$ cat src/hw/rtl/cdpt_ram.sv
module cdpt_ram #(
    parameter int WIDTH = 8,
    parameter int DEPTH = 16
) (
    input  logic                                   clk,
    input  logic                                   we,
    input  logic [(DEPTH > 1 ? $clog2(DEPTH) : 1)-1:0] waddr,
    input  logic [WIDTH-1:0]                       wdata,
    input  logic [(DEPTH > 1 ? $clog2(DEPTH) : 1)-1:0] raddr,
    output logic [WIDTH-1:0]                       rdata
);

    logic [WIDTH-1:0] mem [DEPTH];

    always_ff @(posedge clk)
    begin
        if (we)
        begin
            mem[waddr] <= wdata;
        end
        rdata <= mem[raddr];
    end

endmodule

$ cat config.mk
export PLATFORM = sky130hd
export DESIGN_NAME = cdpt_ram
export DESIGN_NICKNAME = d
export VERILOG_FILES = /design/src/hw/rtl/cdpt_ram.sv
export SDC_FILE = /design/constraint.sdc
export NUM_CORES = 1
export LEC_CHECK = 0
export BUFFER_PORTS_ARGS = -buffer_cell sky130_fd_sc_hd__buf_2
export CAP_MARGIN = 5
export CORE_ASPECT_RATIO = 1.75
export CORE_UTILIZATION = 60
export CTS_BUF_LIST = sky130_fd_sc_hd__clkbuf_16
export DETAILED_ROUTE_END_ITERATION = 10
export PLACE_DENSITY_LB_ADDON = 0.1
export SLEW_MARGIN = 40
export SYNTH_ARGS = -nofsm -noshare
export SYNTH_HDL_FRONTEND = slang
export SYNTH_SLANG_ARGS = --single-unit
$ cat constraint.sdc
create_clock -name clk -period 2.37 [get_ports clk]
set_input_delay 0.237 -clock clk [delete_from_list [all_inputs] [get_ports clk]]
set_output_delay 0.237 -clock clk [all_outputs]
set_load 0.05 [all_outputs]
# --- Yosys cells after proc, flatten, opt, wreduce, memory -nomap -nowiden ---
# Memory sizes are Yosys's and may differ from the RTL's. A register that Yosys moved wholly into a read port is not among the register bits.
# Cells that the tools add are included.
word_totals:
  out_inout_bits: 8
  mem_bits_rw: 128
  inputBits: 18
  word_cells: 3
  memories: 1
  reg_bits: 0
mem_list:
  columns: ["name", "depth", "width", "read_ports", "rd_ports_with_merged_regs", "wr", "line", "rtl"]
  rows:
  - ["mem", 16, 8, 1, 1, 1, "13", "logic [WIDTH-1:0] mem [DEPTH];"]
classes:
  n_mux: 2
op_table:
  columns: ["operator", "n"]
  rows:
  - ["1-bit 2-to-1 mux", 2]

# --- Longest topological paths before layout ---
# Gate-level depths: netlist of the first run.
logic_depth:
  depth_word: 2
  depth_mapped: 5
  ltp_nobuf: 3

# --- Worst setup path after synthesis of the first run ---
# OpenSTA, ideal clock, no wires.
synth_timing:
  path_type: "input port to flip-flop"
  from: "input port waddr[2] in the netlist's numbering"
  to: "memory mem[0][0], enable pin"
  arrival_time_ns: 1.347
  cell_stages: 2
  setup_slack_ns: 0.640
  path_buffers: 0
  required_time_ns: 1.987
  setup_time_ns: 0.383
  path_cell_list: "or3b_2 > nor3_1"
synth_rtl:
  columns: ["item", "line", "rtl"]
  rows:
  - ["from (decl)", "7", "input logic [(DEPTH > 1 ? $clog2(DEPTH) : 1)-1:0] waddr,"]
  - ["to (decl)", "13", null]
# Straight into the memory's write port.

==> results.toml, run 1 <==
[synth]
syn_inst = 229
yosysWarnings = 0
synth-seq-cells = 136
yosysUniqueCellTypes = 19
avgSynthCellArea_um2 = 22.5
ys_seq_area_share_pct = 77.8
synth_area_um2 = 5150
syn_nets = 247

[layout]
stdcell_count = 411
diodes = 0
drive_above_1_share_pct = 30.1
fillers = 479
area_growth_syn_to_layout_pct = 18.0
final_util_pct = 73.1
num-nets-final = 301

[floorplan]
core_um2 = 8310
initial_core_util_pct = 61.9
die_w_um = 72.0
rows = 44
boundaryPins = 26
die_h_um = 125
die_area_um2 = 8970

[drt]
routed_via_density = 5.93
vias = 2439
wl_per_cell_um = 23.1
drt_iter0_drc = 135
drc_errors = 0
drt_wl_total_um = 9490
drt_first_pass_iters = 6
final_antenna_net_count = 0

[power_and_ir_drop]
worst_ir_drop_vdd_mv = 0.801
power.density_nw_per_um2 = 907
total_power_mw = 5.51
p_leak_nw = 2.10

[global_routing]
use_met2_pct = 42.3
met1_usage_pct = 28.7
met3_usage_pct = 6.31
grt_start_max_net_pins = 33
antenna_found_initial = 0
grt_overflow = 0
grt.busiest_layer = "met2"
grt_pass1_vias = 2706
grt_first_pass_wirelength_um = 15000
grtUsageTotal_pct = 24.4

[placement]
dp_cells = 379
dp_hpwl_um = 6170
place.gp.congestion = 0.772
pre_cts_slack_ps = 690
io_buffers = 25

[sta]
rsz0062_at_grt = "no"
max_freq_mhz = 756
skew_ps = 6.37
setup_viol = 0
finalMaxSlewViolations = 0
period_share_pct = 55.8
tightest_slew_ps = 720
period_needed_ps = 1320
max_slew_margin_pct = 51.9
setup_ws_ps = 1050
finalSetupTns_ps = 0
finalHoldViolCount = 0

[clocking]
postCtsHoldBufs = 0
h-tree-depth = 4
clkSinkCount = 136
cts_resized = 0
path_clk_slew_ps = 60
clockRootBuffer = "clkbuf_16"
cts.path.max_buffers = 2
clock_latency_ps = 410
cts_tree = "done"
cts_post_setup_buffers_inserted = 0
numCtsBuffers = 17

[hold_path]
hp-start = "wdata[5]"
hold_path_class = "in -> reg"
hold_depth = 1
holdPathEnd = "mem[8][5]"

[setup_path]
cp.required_ps = 2660
crit_path_max_fanout = 1
worstSetupPathType = "reg -> reg"
r2r-end = "rdata[1]"
r2r_setup_slack_ps = 1050
start_kind = "flop"
crit_arrival_ps = 1620
end_kind = "flop"
reg2reg_depth = 3
r2r-start = "mem[2][1]"

[job]
cap_violations = 0

[run_status]
status = "finished, final reports clean"
layout make-up:
class                           instances  area (um^2)  share of cell area [%]
Sequential cell                       136         4000                    65.9
Multi-Input combinational cell         83         1060                    17.4
Timing Repair Buffer                   45          300                    4.94
Tap cell                              115          144                    2.37
Clock buffer                           17          425                    7.00
Clock inverter                         15          144                    2.37
where the power goes:
| group | internal [mW] | switching [mW] |
|---|---|---|
| sequential | 2.69 | 0.0162 |
| combinational | 0.108 | 0.190 |
| clock | 1.61 | 0.893 |
| total | 4.41 | 1.10 |
worst max path at each step:
stage               from   endpoint
6_report       mem[2][1]   rdata[1]
4_1_cts        mem[9][3]   rdata[3]
3_5_place_dp    raddr[0]   rdata[1]
2_1_floorplan   waddr[2]  mem[0][0]
3_3_place_gp    raddr[0]   rdata[1]
5_1_grt        mem[9][3]   rdata[3]
stage by stage:
| stage | hold WS (ps) | area [um^2] |
|---|---|---|
| after global placement | 614 | 5510 |
| after global routing | 210 | 6070 |
| after floorplan | 336 | 5150 |
| final | 202 | 6070 |
| after detailed placement | 633 | 5510 |
| after CTS | 193 | 6070 |
flip-flops by register name (all words and copies together) (netlist names):
name,flops
rdata,8
mem,128
Yosys cell counts:
| cell | instances | share of area [%] |
|---|---|---|
| a22oi_1 | 16 | 2.3 |
| and2_1 | 1 | 0.12 |
| and2b_1 | 1 | 0.15 |
| buf_2 | 3 | 0.29 |
| buf_4 | 1 | 0.15 |
| buf_6 | 3 | 0.66 |
| clkdlybuf4s25_2 | 3 | 0.58 |
| dfxtp_1 | 8 | 3.1 |
| edfxtp_1 | 128 | 75 |
| mux4_1 | 14 | 7.1 |
| mux4_2 | 18 | 7.9 |
| nand2_1 | 9 | 0.66 |
| nand2b_1 | 2 | 0.24 |
| nand3_1 | 1 | 0.097 |
| nand3b_1 | 2 | 0.29 |
| nor2_1 | 13 | 0.95 |
| nor2b_1 | 1 | 0.12 |
| nor3_1 | 4 | 0.39 |
| or3b_2 | 1 | 0.17 |
placed cells by master (no fill, tap or decap), types with 8 or more instances in the layout:
cell	instances
buf_4	18
dfxtp_1	8
mux4_2	18
nand2_1	9
clkbuf_16	17
mux4_1	14
nor2_1	13
edfxtp_1	128
buf_2	25
a22oi_1	16
per-layer routing:
metal  up-vias  share of wire [%]  wire, um
met5         -                  0         0
met4         0                1.8       174
met3        14                3.0       286
met2        69                 56      5340
met1      1273                 39      3690
li1       1083                  -         -
kinds of logic after synthesis:
kind of cell,synth area share [%]
buf+inv,1.68
simple gates,3.18
mux,15.0
flops,77.8
compound gates,2.33
critical path, cell delays in order (launching register included):
cell,delay (ps)
edfxtp_1,360
mux4_1,500
a22oi_1,270
nand2_1,80
(Power assumes the default switching activity.)
==> inputs of run 2 (changes only) <==
- ABC_AREA: default -> 1
- CORE_UTILIZATION: 60 -> 55
- clock period: 2.37 -> 1.2 ns (I/O delays scaled with it)
==> run 2 against run 1 <==
Effect of this change: sequential share of layout area shrank 6.8 points; setup slack lost 980 ps; cell area grew 11%; clock power increased by 110%; core utilization down 6.9 points; wire length up 31%; critical endpoint is now rdata[1].
==> results.toml, run 2 <==
[drt]
final_antenna_net_count = 0
drc_errors = 0
wl_per_cell_um = 16.9
routed_via_density = 5.23
vias = 3852
drt_iter0_drc = 242
drt_wl_total_um = 12400
drt_first_pass_iters = 5

[clocking]
numCtsBuffers = 17
path_clk_slew_ps = 60
clock_latency_ps = 410
clockRootBuffer = "clkbuf_16"
h-tree-depth = 4
clkSinkCount = 136
cts_post_setup_buffers_inserted = 0
postCtsHoldBufs = 0
cts_tree = "done"
cts.path.max_buffers = 2
cts_resized = 1

[global_routing]
met3_usage_pct = 5.76
grtUsageTotal_pct = 25.6
grt_pass1_vias = 3723
use_met2_pct = 45.4
met1_usage_pct = 29.0
grt_first_pass_wirelength_um = 19600
grt_overflow = 0
antenna_found_initial = 0
grt_start_max_net_pins = 65
grt.busiest_layer = "met2"

[synth]
synth_top_flop_cell = "edfxtp_1"
synth.area.top_cells = "edfxtp_1 (67%), nand2_1 (11%), nand3_1 (8.4%)"
avgSynthCellArea_um2 = 10.5
synth.top_cell.area_share_pct = 66.7
yosysUniqueCellTypes = 12
ys_top_cells_by_count = "nand2_1 (173), edfxtp_1 (128), inv_1 (100)"
async_flop_share_pct = 0
syn_inst = 551
synth_edf_count = 128
yosysWarnings = 0
ys_seq_area_share_pct = 69.4
post-synth-top-count-cell = "nand2_1"
synth-seq-cells = 136
synth_area_um2 = 5770
synth_top_cell_by_area = "edfxtp_1"
syn_nets = 569

[floorplan]
core_um2 = 10200
boundaryPins = 26
rows = 49
die_w_um = 79.4
die_area_um2 = 10900
initial_core_util_pct = 56.3
die_h_um = 137

[layout]
diodes = 0
final_common_cell = "nand2_1"
layout_common_cells = "nand2_1 (173), edfxtp_1 (128), inv_1 (102)"
fillers = 808
top_regs = "mem: 128 flops, rdata: 8 flops"
drive_above_1_share_pct = 13.3
area_growth_syn_to_layout_pct = 17.4
num-nets-final = 614
largest-register = "mem"
multi_input_area_um2 = 1210
stdcell_area_um2 = 6770
largest_reg_flops = 128
final_util_pct = 66.1
seqCellArea_um2 = 4000

[setup_path]
cp.required_ps = 1080
crit_arrival_ps = 1010
slowest_delay_ps = 340
start_kind = "flop"
reg2reg_depth = 6
r2r-start = "mem[1][2]"
path_delay_family = "flip-flops"
cp.depth = 1
end_kind = "output port"
cp_slowest_cell = "dfxtp_1"
r2r_setup_slack_ps = 220
worstSetupPathType = "reg -> out"
r2r-end = "rdata[2]"
path_cells = "buf_2"
crit_path_max_fanout = 1
critPathBufInv = 1

[run_status]
status = "finished, final reports clean"

[job]
cap_violations = 0

[sta]
rsz0062_at_grt = "no"
skew_ps = 6.67
finalSetupTns_ps = 0
finalHoldViolCount = 0
period_share_pct = 94.6
finalMaxSlewViolations = 0
hold_ws_ps = 83.3
max_freq_mhz = 881
setup_viol = 0
tightest_slew_ps = 368
max_slew_margin_pct = 75.5
period_needed_ps = 1130

[hold_path]
hp-start = "raddr[3]"
hold_path_class = "in -> reg"
holdPathEnd = "rdata[3]"
hold_depth = 3

[placement]
place.gp.congestion = 0.830
dp_hpwl_um = 7960
io_buffers = 25
place_area_um2 = 6160

[power_and_ir_drop]
worst_ir_drop_vdd_mv = 1.86
total_power_mw = 11.4
power.density_nw_per_um2 = 1690
p_leak_nw = 2.98
[run 2: changes by cell type in the layout (fill, tap and decap cells not counted), sizes merged, moves of 2 or more]
cell    previous run  this run
nand2              9       173
inv                3       105
nand3              1        97
mux4              32         0
a22oi             16         0
buf               45        50
nor2              13        17
nor3               4         0
nand2b             2         0
[run 2: layer usage]
metal	up-vias	part of all wire (%)
li1	1860	-
met1	1856	38
met2	119	55
met3	17	5.0
met4	0	2.2
met5	-	0
[run 2: worst max path at each step]
stage	startpoint	to	slack, ps
detailed placement	waddr[3]	mem[7][6]	30
finish	rdata[1]	rdata[1]	70
global placement	waddr[3]	mem[7][7]	50
floorplan	waddr[2]	mem[10][0]	130
CTS	rdata[1]	rdata[1]	50
global route	rdata[1]	rdata[1]	20
[run 2: kinds of logic after synthesis]
| family | synth area share (%) |
|---|---|
| buffers and inverters | 9.52 |
| DFF | 69.4 |
| and+or+nand+nor | 21.0 |
[run 2: metrics by stage]
stage	cells	setup slack, ps
after global placement	704	47.9
after CTS	736	54.3
after detailed placement	704	26.0
after global routing	736	15.7
after floorplan	551	129
final	736	65.0
[run 2: area by class of cell]
| cell class | instances | area share, % |
|---|---|---|
| clock buffer | 17 | 6.28 |
| timing repair buffer | 50 | 5.95 |
| tap | 127 | 2.35 |
| clock inverter | 15 | 2.73 |
| sequential | 136 | 59.1 |
| multi-input combinational | 289 | 17.9 |
| inverter | 102 | 5.65 |
[run 2: worst reg2reg max path, delay by kind of cell, from the launching register on]
kind / cells / cell delay, ps
AND/OR/NAND/NOR: 5 / 450
flip-flops: 1 / 360
buffers and inverters: 1 / 60
[run 2: where the power goes]
group / switching [mW] / internal (mW) / total, mW
logic: 0.553 / 0.226 / 0.779
registers: 0.0319 / 5.31 / 5.34
clock network: 1.86 / 3.45 / 5.31
