<file path="src/hw/rtl/cdpt_pkg.sv">
package cdpt_pkg;

    localparam int RANK_COUNT = 13;
    localparam int SUIT_TOTAL = 4;
    localparam int DECK_SIZE  = 52;

    // cards that init places: a full set, clipped to the table depth
    localparam int FILL_COUNT = (RANK_COUNT * SUIT_TOTAL < DECK_SIZE) ?
                                (RANK_COUNT * SUIT_TOTAL) : DECK_SIZE;

    localparam int CMD_W  = 2;
    localparam int RANK_W = 4;
    localparam int SUIT_W = 2;
    localparam int CARD_W = RANK_W + SUIT_W;
    localparam int RND_W  = 31;
    localparam int LEFT_W = 6;
    localparam int IDX_W  = (DECK_SIZE > 1) ? $clog2(DECK_SIZE) : 1;
    localparam int CNT_W  = $clog2(DECK_SIZE + 1);

    localparam logic [CMD_W-1:0] CMD_INIT    = 2'd0;
    localparam logic [CMD_W-1:0] CMD_REMOVE  = 2'd1;
    localparam logic [CMD_W-1:0] CMD_DRAW    = 2'd2;
    localparam logic [CMD_W-1:0] CMD_SHUFFLE = 2'd3;

    typedef logic [CARD_W-1:0] card_t;

    typedef struct packed {
        logic [RANK_W-1:0] rank;
        logic [SUIT_W-1:0] suit;
        logic              found;
        logic              empty;
        logic              done;
    } res_t;

endpackage

</file>
<file path="src/hw/rtl/cdpt_mod.sv">
module cdpt_mod import cdpt_pkg::*; (
    input  logic             clk,
    input  logic             rst_n,
    input  logic             start,
    input  logic [RND_W-1:0] dividend,
    input  logic [CNT_W-1:0] divisor,
    output logic             done,
    output logic [CNT_W-1:0] remainder
);

    localparam int STEP_W = $clog2(RND_W);

    logic              busy_reg, busy_next;
    logic              done_reg, done_next;
    logic [STEP_W-1:0] step_reg, step_next;
    logic [RND_W-1:0]  dvd_reg, dvd_next;
    logic [CNT_W-1:0]  div_reg, div_next;
    logic [CNT_W-1:0]  rem_reg, rem_next;
    logic [CNT_W:0]    trial;

    // restoring reduction, one dividend bit per cycle
    assign trial = {rem_reg, dvd_reg[RND_W-1]};

    always_comb
    begin
        busy_next = busy_reg;
        done_next = 1'b0;
        step_next = step_reg;
        dvd_next  = dvd_reg;
        div_next  = div_reg;
        rem_next  = rem_reg;
        if (start)
        begin
            busy_next = 1'b1;
            step_next = '0;
            dvd_next  = dividend;
            div_next  = divisor;
            rem_next  = '0;
        end
        else if (busy_reg)
        begin
            if (trial >= {1'b0, div_reg})
            begin
                rem_next = CNT_W'(trial - {1'b0, div_reg});
            end
            else
            begin
                rem_next = trial[CNT_W-1:0];
            end
            dvd_next  = {dvd_reg[RND_W-2:0], 1'b0};
            step_next = step_reg + STEP_W'(1);
            if (step_reg == STEP_W'(RND_W - 1))
            begin
                busy_next = 1'b0;
                done_next = 1'b1;
            end
        end
    end

    always_ff @(posedge clk or negedge rst_n)
    begin
        if (!rst_n)
        begin
            busy_reg <= 1'b0;
            done_reg <= 1'b0;
            step_reg <= '0;
        end
        else
        begin
            busy_reg <= busy_next;
            done_reg <= done_next;
            step_reg <= step_next;
        end
    end

    always_ff @(posedge clk)
    begin
        dvd_reg <= dvd_next;
        div_reg <= div_next;
        rem_reg <= rem_next;
    end

    assign done      = done_reg;
    assign remainder = rem_reg;

endmodule

</file>
<file path="config.mk">
export PLATFORM = sky130hd
export DESIGN_NAME = cdpt_mod
export DESIGN_NICKNAME = d
export VERILOG_FILES = /design/src/hw/rtl/cdpt_pkg.sv /design/src/hw/rtl/cdpt_mod.sv
export SDC_FILE = /design/constraint.sdc
export NUM_CORES = 1
export LEC_CHECK = 0
export BUFFER_PORTS_ARGS = -buffer_cell sky130_fd_sc_hd__buf_2
export CORE_AREA = 3 3 82 84
export CTS_CLUSTER_SIZE = 40
export DETAILED_ROUTE_END_ITERATION = 10
export DIE_AREA = 0 0 85 87
export GPL_TIMING_DRIVEN = 0
export HOLD_SLACK_MARGIN = 0.15
export PLACE_DENSITY = 0.6
export SETUP_SLACK_MARGIN = 0.2
export SYNTH_ARGS = -nofsm -noshare
export SYNTH_HDL_FRONTEND = slang
export SYNTH_SLANG_ARGS = --single-unit
</file>
<file path="constraint.sdc">
create_clock -name clk -period 2.15 [get_ports clk]
set_input_delay 0.43 -clock clk [delete_from_list [all_inputs] [get_ports clk]]
set_output_delay 0.43 -clock clk [all_outputs]
set_load 0.01 [all_outputs]
</file>
After elaboration in Yosys (flattened, before gate mapping)
Cells that the tools add are included.
{ "totals": {"out_inout_bits": 7, "word_cells": 22, "reg_bits": 50, "inputBits": 40} }
{ "classes": {"add_sub_neg": 2, "n_eq_ne": 1, "reduce_logical": 1, "order_cmp": 1, "mux": 11} }
{ "op_table": {"columns": ["cell", "n"], "rows": [
  ["$mux 31", 2],
  ["$mux 5", 2],
  ["$ge 7x6->1", 1],
  ["$mux 1", 6],
  ["$mux 6", 1],
  ["$sub 6x6->6", 1],
  ["$add 5x1->5 const B", 1],
  ["$eq 5x5->1 const B", 1],
  ["$reduce_bool 2->1", 1]
]} }

Depth between registers and ports, before layout
Gate-level depths: netlist of run 1.
{ "logic_depth": {"ltp_word": 4, "ltp_mapped": 8, "mapped_depth_nobuf": 8} }

Worst setup path before layout of run 1
No wires, ideal clock.
{ "synth_path": {"path_kind": "reg2reg", "from": "register div_reg[0]", "to": "register rem_reg[1], in the netlist remainder[1]", "stages_incl_launch_ff": 7, "required_time_ns": 2.055, "slack_ns": 0.296, "arrival_time_ns": 1.758, "path_buffers": 0, "synth_period_minus_slack_ns": 1.854, "path_cell_list": "edfxtp_1 > ha_1 > and2b_1 > o21ai_2 > a41oi_4 > or4b_1 > o311ai_1"} }
{ "synth_between": {"elab_chain_len": 2, "elab_cells_between_ends": 3, "classes_between": "add/sub (1); order compare (1); mux (1)"} }
{ "synth_rtl": {"columns": ["item", "line", "source"], "rows": [
  ["start: declaration", "cdpt_mod.sv:17", "logic [CNT_W-1:0] div_reg, div_next;"],
  ["start signal: assignment", "cdpt_mod.sv:79", "div_reg <= div_next;"],
  ["$sub 6x6->6 or $ge 7x6->1 (tied branches)", "cdpt_mod.sv:44, cdpt_mod.sv:42", null],
  ["$mux 6 (*)", "cdpt_mod.sv:42", "if (trial >= {1'b0, div_reg})"],
  ["end signal: assignment", "cdpt_mod.sv:80", "rem_reg <= rem_next;"],
  ["end: declaration", "cdpt_mod.sv:18", "logic [CNT_W-1:0] rem_reg, rem_next;"]
]} }
Mark *: on every way between the ends. The rest lies on a longest branch, timed or not.
A chain may end at the register's enable or synchronous reset.

Worst setup path in the final report of run 1
Same ends and word-level chain as after synthesis.

==> results of run 1 <==
-- through the flow --
stage	setup slack [ns]	power, mW	hold slack, ns
6_report	0.233	2.57	0.305
5_1_grt	0.135	2.74	0.284
4_1_cts	0.221	2.55	0.290
3_5_place_dp	-0.262	1.88	0.277
3_3_place_gp	-0.252	1.88	0.278
2_1_floorplan	0.296	1.71	0.134
-- power by group --
part	leakage (nW)	switching [mW]	internal, mW
registers	0.529	0.0696	1.16
clock network	0.0561	0.312	0.296
logic	0.633	0.348	0.386
-- routing by layer --
layer | vias up | GRT usage [%] | wire length [um]
met5 | - | 0 | 0
met4 | 0 | 3.45 | 25
met3 | 2 | 4.07 | 275
met2 | 32 | 21.3 | 2090
met1 | 727 | 15.6 | 1940
li1 | 747 | - | -
-- cell type report --
cell class	count	share of cell area, %
buffer	7	0.997
clock buffer	6	3.25
clock inverter	2	0.347
inverter	11	1.43
multi-input combinational	106	32.8
sequential	50	48.8
tap	75	3.25
timing repair buffer	50	9.11
-- logic make-up after synthesis --
logic type	count (synthesis)	share of synthesized area [%]
AOI/OAI and AO/OA	18	6.10
xor gates and xnor gates	7	2.58
adders and majority gates	10	5.58
buffers and inverters	18	2.89
DFF	50	59.1
muxes	35	16.3
and+or+nand+nor	35	7.42
-- how the worst max path moves through the flow --
stage                   end  slack (ns)  cells past startpoint
2_1_floorplan  remainder[1]        0.30                      6
3_3_place_gp     dvd_reg[9]       -0.25                      4
3_5_place_dp     dvd_reg[7]       -0.26                      4
4_1_cts        remainder[1]        0.22                      6
5_1_grt        remainder[1]        0.14                      6
6_report       remainder[1]        0.23                      6
-- critical path: stages (launching register included) --
cell	delay (ns)
edfxtp_1	0.40
ha_1	0.31
and2b_1	0.19
o21ai_2	0.18
a41oi_4	0.16
or4b_1	0.49
o311ai_1	0.09
-- Yosys cell counts (all sizes together), types with 3 or more instances --
library cell	count	share of area, %
nand2	4	0.63
dfxtp	6	5.1
mux2	30	14
xor2	5	1.8
edfxtp	37	47
mux2i	5	2.1
nand4	3	0.79
o21ai	3	0.79
buf	6	1.0
a21oi	5	1.1
a211oi	3	0.95
ha	9	4.7
inv	11	1.7
dfrtp	7	7.4
nor2	16	2.5
-- timing repair --
item | in CTS | in global routing
hold buffers | 1 | 0
resized for setup | 4 | 6
setup buffers | 2 | 1
pin swaps | 3 | 0
gates cloned | 1 | 0
endpoints found under the setup margin | 34 | 6
endpoints found under the hold margin | 7 | 0
-- placed cells by master, fill, tap and decap left out, types with 2 or more instances in the layout --
cell type,count
a211oi_1,2
a21oi_1,4
buf_1,4
buf_2,48
buf_4,3
clkbuf_8,5
clkinv_2,2
dfrtp_1,7
dfxtp_1,5
edfxtp_1,37
ha_1,6
ha_2,2
inv_1,11
mux2_2,30
mux2i_1,5
nand2_1,4
nand2b_1,2
nand4_1,3
nor2_1,16
nor3_1,2
xnor2_1,2
xor2_1,5
==> results.md, run 1 <==
- Run status: completed
- Synth Net Count: 223
- End of the worst register-to-register path: remainder[1]
- Sequential cell area: 1410 um^2
- Final worst path period share: 89.2%
- Area of the mapped netlist: 2380 um^2
- Count of routing violations after the opening detailed-route iteration: 73
- Kind of end point of the critical path: flop
- Area of the die: 7400 um^2
- Count of mapped cells out of synthesis: 173
- Final TNS setup: 0 ns
- Cell Area, Placed: 2700 um^2
- Count of final setup violators: 0
- Average wire per standard cell: 14.1 um
- Clock tree sinks: 50
- Commonest register cell after synthesis: edfxtp_1
- Fraction of final layout cells with drive strength greater than 1: 44.4%
- Ant. Diodes: 0
- Die outline height: 87 um
- Antenna violations before repair: 0
- Share of synthesized flip-flops with an asynchronous set or reset: 14.0%
- Detailed placer's ending HPWL: 2.97 mm
- Min-Delay Startpoint: divisor[5]
- Least-Margin Pin Slew: 0.532 ns
- Clock tree root driver cell: clkbuf_8
- Final global-route overflow total: 0
- Layout fillers: 576
- Total non-filler cell area in the finished layout: 2890 um^2
- Max capacitance violation total: 0
- Number of port buffers: 46
- Total Routing Usage GR: 12.6%
- Global-route wire length before repair: 7.36 mm
- Crit path max fanout: 6
- Count of placed standard cells including taps: 294
- Count of state elements after synthesis: 50
- Worst endpoint data arrival time: 2.12 ns
- Final critical-path required period: 1.92 ns
- Number of buffers added by the clock tree synthesis step: 5
- Peak clock frequency supported by timing: 0.522 GHz
- Number of standard cells in the final layout excluding fillers: 307
- Pwr/cell area: 891 nW/um^2
- Synth warn: 0
- Cell count of the worst hold path: 1
- Depth of the CTS H-tree: 2
- Residual DRC count: 0
- Post-synthesis to final-layout area growth: 21.3%
- Via density: 4.91
- Pin count of the biggest net entering global routing: 17
- Leak Pwr: 1.22 nW
- Beginning of the critical path: div_reg[0]
- Max-slew violation count: 0
- Unrepaired setup endpoints after global routing: true
- Number of vias in the routed layout: 1508
- Register-to-Register Setup Slack: 0.23 ns
- Max Root-Sink Buffers: 2
- Worst Setup Start Kind: flop
- Class of the most critical setup path: flop to flop
- Area of combinational cells with multiple inputs: 947 um^2
- Clock-pin transition on the worst setup and hold timing paths: 0.10 ns
- Cell row count: 28
- Post-synthesis sequential area ratio: 59.1%
- Clock tree from TritonCTS: yes
- Final wirelength: 4.33 mm
- First drt pass iteration count: 4
- Endpoints failing hold: 0
- Average instance area after synthesis: 13.7 um^2
- Remaining antenna violation count: 0
- Setup skew after layout: 0.00821 ns
- Worst-case headroom to the max-slew limit: 64.6%
- Number of cell instances on the worst register-to-register path: 6
- Required time of the critical path: 2.36 ns
- Hold Path End: div_reg[5]
- Total I/O pin count: 47
- Area of the placeable core: 5990 um^2
- Kind of path behind the tightest hold check: primary input to flop
- Number of global-route vias before repair: 1569
- Largest register FFs: 31
- EDFF count, synth: 37
- Die boundary width: 85 um
- Final weighted congestion in routability-driven placement: 0.783
- Clock latency reported for the late side of the worst-skew pair: 0.30 ns
- Unique cell type count in the Yosys netlist: 38
- Crit Reg-Reg Startpoint: div_reg[0]
- Starting Density: 39.7%
- Final Core Density: 48.2%
- Post-layout net count: 281
- Maximum vdd ir drop: 471 uV
Power figures use the tool's default switching activity.
==> run 2, diff against run 1 <==
Settings changed: CORE_AREA 3 3 82 84 to 2 2 72 74, DIE_AREA 0 0 85 87 to 0 0 74 76, PLACE_DENSITY 0.6 to 0.74.
==> run 2 against run 1 <==
Against the previous run:
- sequential cell count is the same
- critical path type unchanged
- design area grew 0.30%
- highest routed layer unchanged
- worst setup slack lost 0.029 ns
- first-iteration DRC count shrank 22%
- die area shrank 24%
- non-clock buffer count is the same
==> results.md, run 2 (synthesis gave the netlist of run 1 again) <==
- Clock-pin transition on the worst setup and hold timing paths: 0.09 ns (about the same)
- Switching power of the nets: 731 uW (+0.20%)
- Clock latency reported for the late side of the worst-skew pair: 0.30 ns (about the same)
- Clock tree from TritonCTS: yes
- Number of port buffers: 46 (unchanged)
- Layout fillers: 392 (-32%)
- Sequential share of power: 45.0% (-2.8 points)
- End of the worst register-to-register path: remainder[4]
- Total I/O pin count: 47 (unchanged)
- Global-route wire length before repair: 7.02 mm (-4.6%)
- Remaining antenna violation count: 0 (unchanged)
- Register-to-Register Setup Slack: 0.20 ns (-0.03 ns)
- Count of routing violations after the opening detailed-route iteration: 57 (-22%)
- Internal Dissipation: 2.00 mW (+8.5%)
- Number of cell instances on the worst register-to-register path: 7 (+1)
- Worst endpoint data arrival time: 2.16 ns (+0.04 ns)
- Clock tree root driver cell: clkbuf_8
- Portion of total power attributed to the clock network: 27.9% (+4.2 points)
- Leak Pwr: 1.23 nW (+0.92%)
- Beginning of the critical path: div_reg[0]
- First drt pass iteration count: 4 (unchanged)
- Total Routing Usage GR: 16.4% (+3.8 points)
- Final weighted congestion in routability-driven placement: 0.783 (about the same)
- Ant. Diodes: 0 (unchanged)
- Worst Setup Start Kind: flop
- Endpoints failing hold: 0 (unchanged)
- Setup skew after layout: 0.00582 ns (-0.00239 ns)
- Final critical-path required period: 1.95 ns (+0.0294 ns)
- Crit path max fanout: 2 (-4)
- Max capacitance violation total: 0 (unchanged)
- Final wirelength: 4.22 mm (-2.6%)
- Final worst path period share: 90.5% (+1.4 points)
- Area of the die: 5620 um^2 (-24%)
- Switching fraction of total power: 26.8% (-1.6 points)
- Pin count of the biggest net entering global routing: 17 (unchanged)
- Average wire per standard cell: 14.0 um (-0.95%)
- Number of vias in the routed layout: 1538 (+2.0%)
- Cell row count: 26 (-7.1%)
- Detailed placer's ending HPWL: 2.91 mm (-2.0%)
- Class of the most critical setup path: flop to flop
- Pre-CTS setup slack: -0.264 ns (-0.00228 ns)
- Unrepaired setup endpoints after global routing: true
- Depth of the CTS H-tree: 2 (unchanged)
- Fraction of final layout cells with drive strength greater than 1: 43.5% (-0.86 points)
- Total non-filler cell area in the finished layout: 2890 um^2 (+0.30%)
- Antenna violations before repair: 0 (unchanged)
- Pwr/cell area: 943 nW/um^2 (+5.8%)
- Crit Reg-Reg Startpoint: div_reg[0]
- Number of buffers added by the clock tree synthesis step: 5 (unchanged)
- Final global-route overflow total: 0 (unchanged)
- Max-slew violation count: 0 (unchanged)
- Kind of path behind the tightest hold check: primary input to flop
- Most frequent standard cell in the layout excluding fill and tap cells: buf_2
- Max Root-Sink Buffers: 2 (unchanged)
- Number of global-route vias before repair: 1541 (-1.8%)
- Die outline height: 76 um (-13%)
- Via density: 5.09 (+3.7%)
- Least-Margin Pin Slew: 0.506 ns (-0.0255 ns)
- Cell Area, Placed: 2700 um^2 (-0.23%)
- Largest register FFs: 31 (unchanged)
- Area of the placeable core: 4910 um^2 (-18%)
- Worst Setup Slack, final: 0.204 ns (-0.0294 ns)
- Clock tree sinks: 50 (unchanged)
- Post-synthesis to final-layout area growth: 21.7%
- Hold slack final: 0.300 ns (-0.00465 ns)
- Combinational share of power: 27.1% (-1.4 points)
- Peak clock frequency supported by timing: 0.514 GHz (-1.5%)
- Run status: completed
- Post-layout net count: 281 (unchanged)
- Kind of end point of the critical path: flop
- Critical path endpoint: remainder[4]
- Required time of the critical path: 2.36 ns (about the same)
- Worst-case headroom to the max-slew limit: 66.3% (+1.7 points)
- Count of final setup violators: 0 (unchanged)
- Residual DRC count: 0 (unchanged)
- Die boundary width: 74 um (-13%)
- Most frequent cells in the layout: buf_2, edfxtp_1, mux2_2
- Maximum vdd ir drop: 362 uV (-23%)
- Final Total Pwr: 2.73 mW (+6.1%)
- Starting Density: 48.4% (+8.7 points)
[run 2: cell count changes in the layout (fill, tap and decap cells not counted), sizes merged]
| cell | change |
|---|---|
| buf | -2 |
| bufinv | +2 |
| clkinv | -1 |
| clkbuf | +1 |
[run 2: routing by layer]
metal | GRT usage (%) | up-vias | share of wire [%]
met3 | 5.69 | 5 | 5.8
met4 | 7.09 | 0 | 1.1
met5 | 0 | - | 0
met1 | 22.0 | 745 | 44
li1 | - | 746 | -
met2 | 24.1 | 42 | 49
[run 2: cell type report]
type	count	area (um^2)	area share [%]
well taps	70	87.6	3.03
flip-flops and latches	50	1410	48.6
clock inverters	3	63.8	2.20
repair buffers	50	263	9.08
inverters	11	41.3	1.43
clock buffers	5	68.8	2.38
plain buffers	7	30.0	1.04
multi-input cells	106	933	32.3
[run 2: through the flow]
stage	utilization (%)	std cells	TNS, ns
after floorplan	-	173	0
after global placement	54.9	289	-6.53
after detailed placement	54.9	289	-8.17
after CTS	58.3	301	0
after global routing	58.9	302	0
final	58.9	302	0
[run 2: critical path: stages, from the launching register on]
cell and delay, ns:
edfxtp_1 0.43, ha_1 0.22, fa_2 0.35, or2b_1 0.25, a21oi_2 0.15, xor2_1 0.16, mux2i_1 0.09, a211oi_1 0.22
[run 2: worst min-delay path by stage]
stage                     from     endpoint  cells after the start
floorplan                rst_n     busy_reg                      0
global placement         rst_n  step_reg[3]                      1
detailed placement       rst_n     busy_reg                      1
CTS                 divisor[0]   div_reg[0]                      1
global route        divisor[1]   div_reg[1]                      1
finish              divisor[5]   div_reg[5]                      1
[run 2: power groups by stage]
stage / clock network [mW] / registers [mW] / logic (mW)
after global routing: 0.814 / 1.24 / 0.824
after CTS: 0.788 / 1.23 / 0.683
after global placement: 0 / 1.25 / 0.620
after detailed placement: 0 / 1.25 / 0.638
final: 0.762 / 1.23 / 0.739
after floorplan: 0 / 1.24 / 0.465
[run 2: what timing repair did]
action                     4_1_cts  5_1_grt
gates resized for setup          2        7
cloned                           1        0
setup buffers                    2        1
hold buffers                     1        0
hold endpoints to repair         7        0
pin swaps                        2        2
setup endpoints to repair       34       37
==> run 3, diff against run 2 <==
Settings changed: CORE_AREA 2 2 72 74 to 2 2 70 72, DIE_AREA 0 0 74 76 to 0 0 72 74, PLACE_DENSITY 0.74 to 0.77.
==> run 3 against run 2 <==
Against the previous run:
- clock-buffer cell count is the same
- sequential cell count is the same
- wire length is 6.6% lower
- via count fell by 1.6%
- core utilization increased by 2.3 points
- global-route usage grew 0.34 points
- die area is 5.3% lower
- first-iteration DRC count rose by 58%
- register-to-register slack is essentially flat
- final cell count down 5.3%
- highest routed layer unchanged
==> results.md, run 3 (synthesis gave the netlist of run 1 again) <==
- Run status: completed
- Most frequent cells in the layout: buf_2, edfxtp_1, mux2_2
- Number of buffers added by the clock tree synthesis step: 5 (unchanged)
- Unrepaired setup endpoints after global routing: true
- Average wire per standard cell: 13.8 um (-1.3%)
- Post-layout net count: 281 (unchanged)
- Pre-CTS setup slack: -0.205 ns (+0.0597 ns)
- Residual DRC count: 0 (unchanged)
- Number of vias in the routed layout: 1514 (-1.6%)
- Count of final setup violators: 0 (unchanged)
- Buffers & Inverters on Critical Path: 0 (unchanged)
- Starting Density: 51.7% (+3.3 points)
- Area of the placeable core: 4600 um^2 (-6.4%)
- Number of global-route vias before repair: 1598 (+3.7%)
- Peak clock frequency supported by timing: 0.517 GHz (+0.55%)
- Detailed route wirelength on metal2: 1.92 mm (-8.0%)
- Crit path max fanout: 2 (unchanged)
- Endpoints failing hold: 0 (unchanged)
- First drt pass iteration count: 4 (unchanged)
- Die outline height: 74 um (-2.6%)
- Clock-pin transition on the worst setup and hold timing paths: 0.09 ns (about the same)
- Least-Margin Pin Slew: 0.515 ns (+0.00922 ns)
- Final global-route overflow total: 0 (unchanged)
- Area of the die: 5330 um^2 (-5.3%)
- Met3 WL: 248 um (+1.6%)
- Max Root-Sink Buffers: 2 (unchanged)
- Detailed placer's ending HPWL: 2.81 mm (-3.4%)
- Uppermost signal routing layer after detailed routing: met4
- Clock tree sinks: 50 (unchanged)
- Leak Pwr: 1.21 nW (-1.6%)
- Clock tree root driver cell: clkbuf_8
- Total Routing Usage GR: 16.8% (+0.34 points)
- Class of the most critical setup path: flop to flop
- Post-synthesis to final-layout area growth: 18.3%
- Total I/O pin count: 47 (unchanged)
- Most frequent standard cell in the layout excluding fill and tap cells: buf_2
- Final worst path period share: 90.0% (-0.50 points)
- Slowest stage cell on the critical path: edfxtp_1
- Final wirelength: 3.94 mm (-6.6%)
- Remaining antenna violation count: 0 (unchanged)
- Global-route wire length before repair: 6.82 mm (-2.9%)
- Max-slew violation count: 0 (unchanged)
- Cell Area, Placed: 2680 um^2 (-0.74%)
- Worst Setup Slack, final: 0.214 ns (+0.0107 ns)
- Count of routing violations after the opening detailed-route iteration: 90 (+58%)
- Worst Setup Start Kind: flop
- Ant. Diodes: 0 (unchanged)
- Crit-path cells: ha_1 > fa_1 > or2b_1 > a21oi_2 > xor2_1 > mux2i_1 > a211oi_2
- Antenna violations before repair: 0 (unchanged)
- Required time of the critical path: 2.37 ns (about the same)
- Final weighted congestion in routability-driven placement: 0.771 (-1.5%)
- Max capacitance violation total: 0 (unchanged)
- Die boundary width: 72 um (-2.7%)
- Family with the most delay on the worst path: adder cells
- Number of port buffers: 46 (unchanged)
- Worst-case headroom to the max-slew limit: 65.6% (-0.61 points)
- Count of placed standard cells including taps: 273 (-5.5%)
- Pwr/cell area: 872 nW/um^2 (-7.5%)
- Final Core Density: 61.2% (+2.3 points)
- Worst endpoint data arrival time: 2.15 ns (about the same)
- Kind of end point of the critical path: flop
- Pin count of the biggest net entering global routing: 17 (unchanged)
- Fraction of final layout cells with drive strength greater than 1: 41.4% (-2.2 points)
- Clock latency reported for the late side of the worst-skew pair: 0.30 ns (about the same)
- Depth of the CTS H-tree: 2 (unchanged)
- Wire length the detailed router placed on met1: 1.70 mm (-8.0%)
- Slowest cell delay on critical path: 0.40 ns (-0.03 ns)
- Number of standard cells in the final layout excluding fillers: 286 (-5.3%)
- Setup skew after layout: 0.00613 ns (+0.000304 ns)
- Final critical-path required period: 1.94 ns (-0.0107 ns)
- Via density: 5.29 (+3.9%)
- Maximum vdd ir drop: 427 uV (+18%)
- Largest register FFs: 31 (unchanged)
- Cell row count: 25 (-3.8%)
- Total non-filler cell area in the finished layout: 2810 um^2 (-2.8%)
- Kind of path behind the tightest hold check: primary input to flop
- Clock tree from TritonCTS: yes
run 3: cell count changes in the layout (fill, tap and decap cells not counted):
cell / before / now
clkinvlp_4: 0 / 1
a21oi_1: 3 / 4
buf_1: 3 / 4
mux2i_1: 4 / 5
ha_1: 8 / 9
mux2i_2: 1 / 0
a21oi_2: 2 / 1
clkbuf_2: 2 / 1
fa_1: 0 / 1
fa_2: 1 / 0
ha_2: 1 / 0
bufinv_16: 2 / 0
clkinv_2: 0 / 1
run 3: per-stage QoR:
stage	setup TNS (ns)	hold slack [ns]	power [mW]
after global placement	-6.04	0.267	1.87
final	0	0.301	2.45
after floorplan	0	0.134	1.71
after CTS	0	0.285	2.48
after global routing	0	0.282	2.60
after detailed placement	-6.32	0.265	1.88
run 3: what timing repair did:
item                                   in CTS  in global routing
pin swaps                                   4                  0
setup buffers                               3                  0
hold buffers                                1                  0
setup endpoints to repair                  34                 36
gates resized for setup                     2                  2
cloned                                      1                  0
endpoints found under the hold margin       7                  0
run 3: worst paths after layout:
path	slack, ns	to	cells past startpoint	startpoint
worst max-delay path	0.21	remainder[4]	7	div_reg[0]
worst min-delay path	0.30	div_reg[0]	1	divisor[0]
worst max register to register	0.21	remainder[4]	7	div_reg[0]
worst min register to register	0.51	remainder[5]	2	remainder[5]
max in group asynchronous	1.52	step_reg[3]	2	rst_n
min in group asynchronous	0.48	step_reg[2]	2	rst_n
run 3: power breakdown:
| part | total [mW] | internal (mW) | switching [mW] | leakage [nW] |
|---|---|---|---|---|
| combinational | 0.711 | 0.366 | 0.346 | 0.639 |
| clock | 0.518 | 0.223 | 0.295 | 0.0416 |
| sequential | 1.22 | 1.16 | 0.0646 | 0.528 |
run 3: area by class of cell:
type	count	area, um^2
Buffer	7	28.8
Clock buffer	5	68.8
Clock inverter	3	16.3
Fill cell	363	1790
Inverter	11	41.3
Multi-Input combinational cell	106	921
Sequential cell	50	1410
Tap cell	54	67.6
Timing Repair Buffer	50	263
run 3: per-layer routing:
metal / vias up / track usage [%]
li1: 746 / -
met2: 36 / 28.6
met3: 9 / 5.69
met5: - / 0
met1: 723 / 19.5
met4: 0 / 7.13
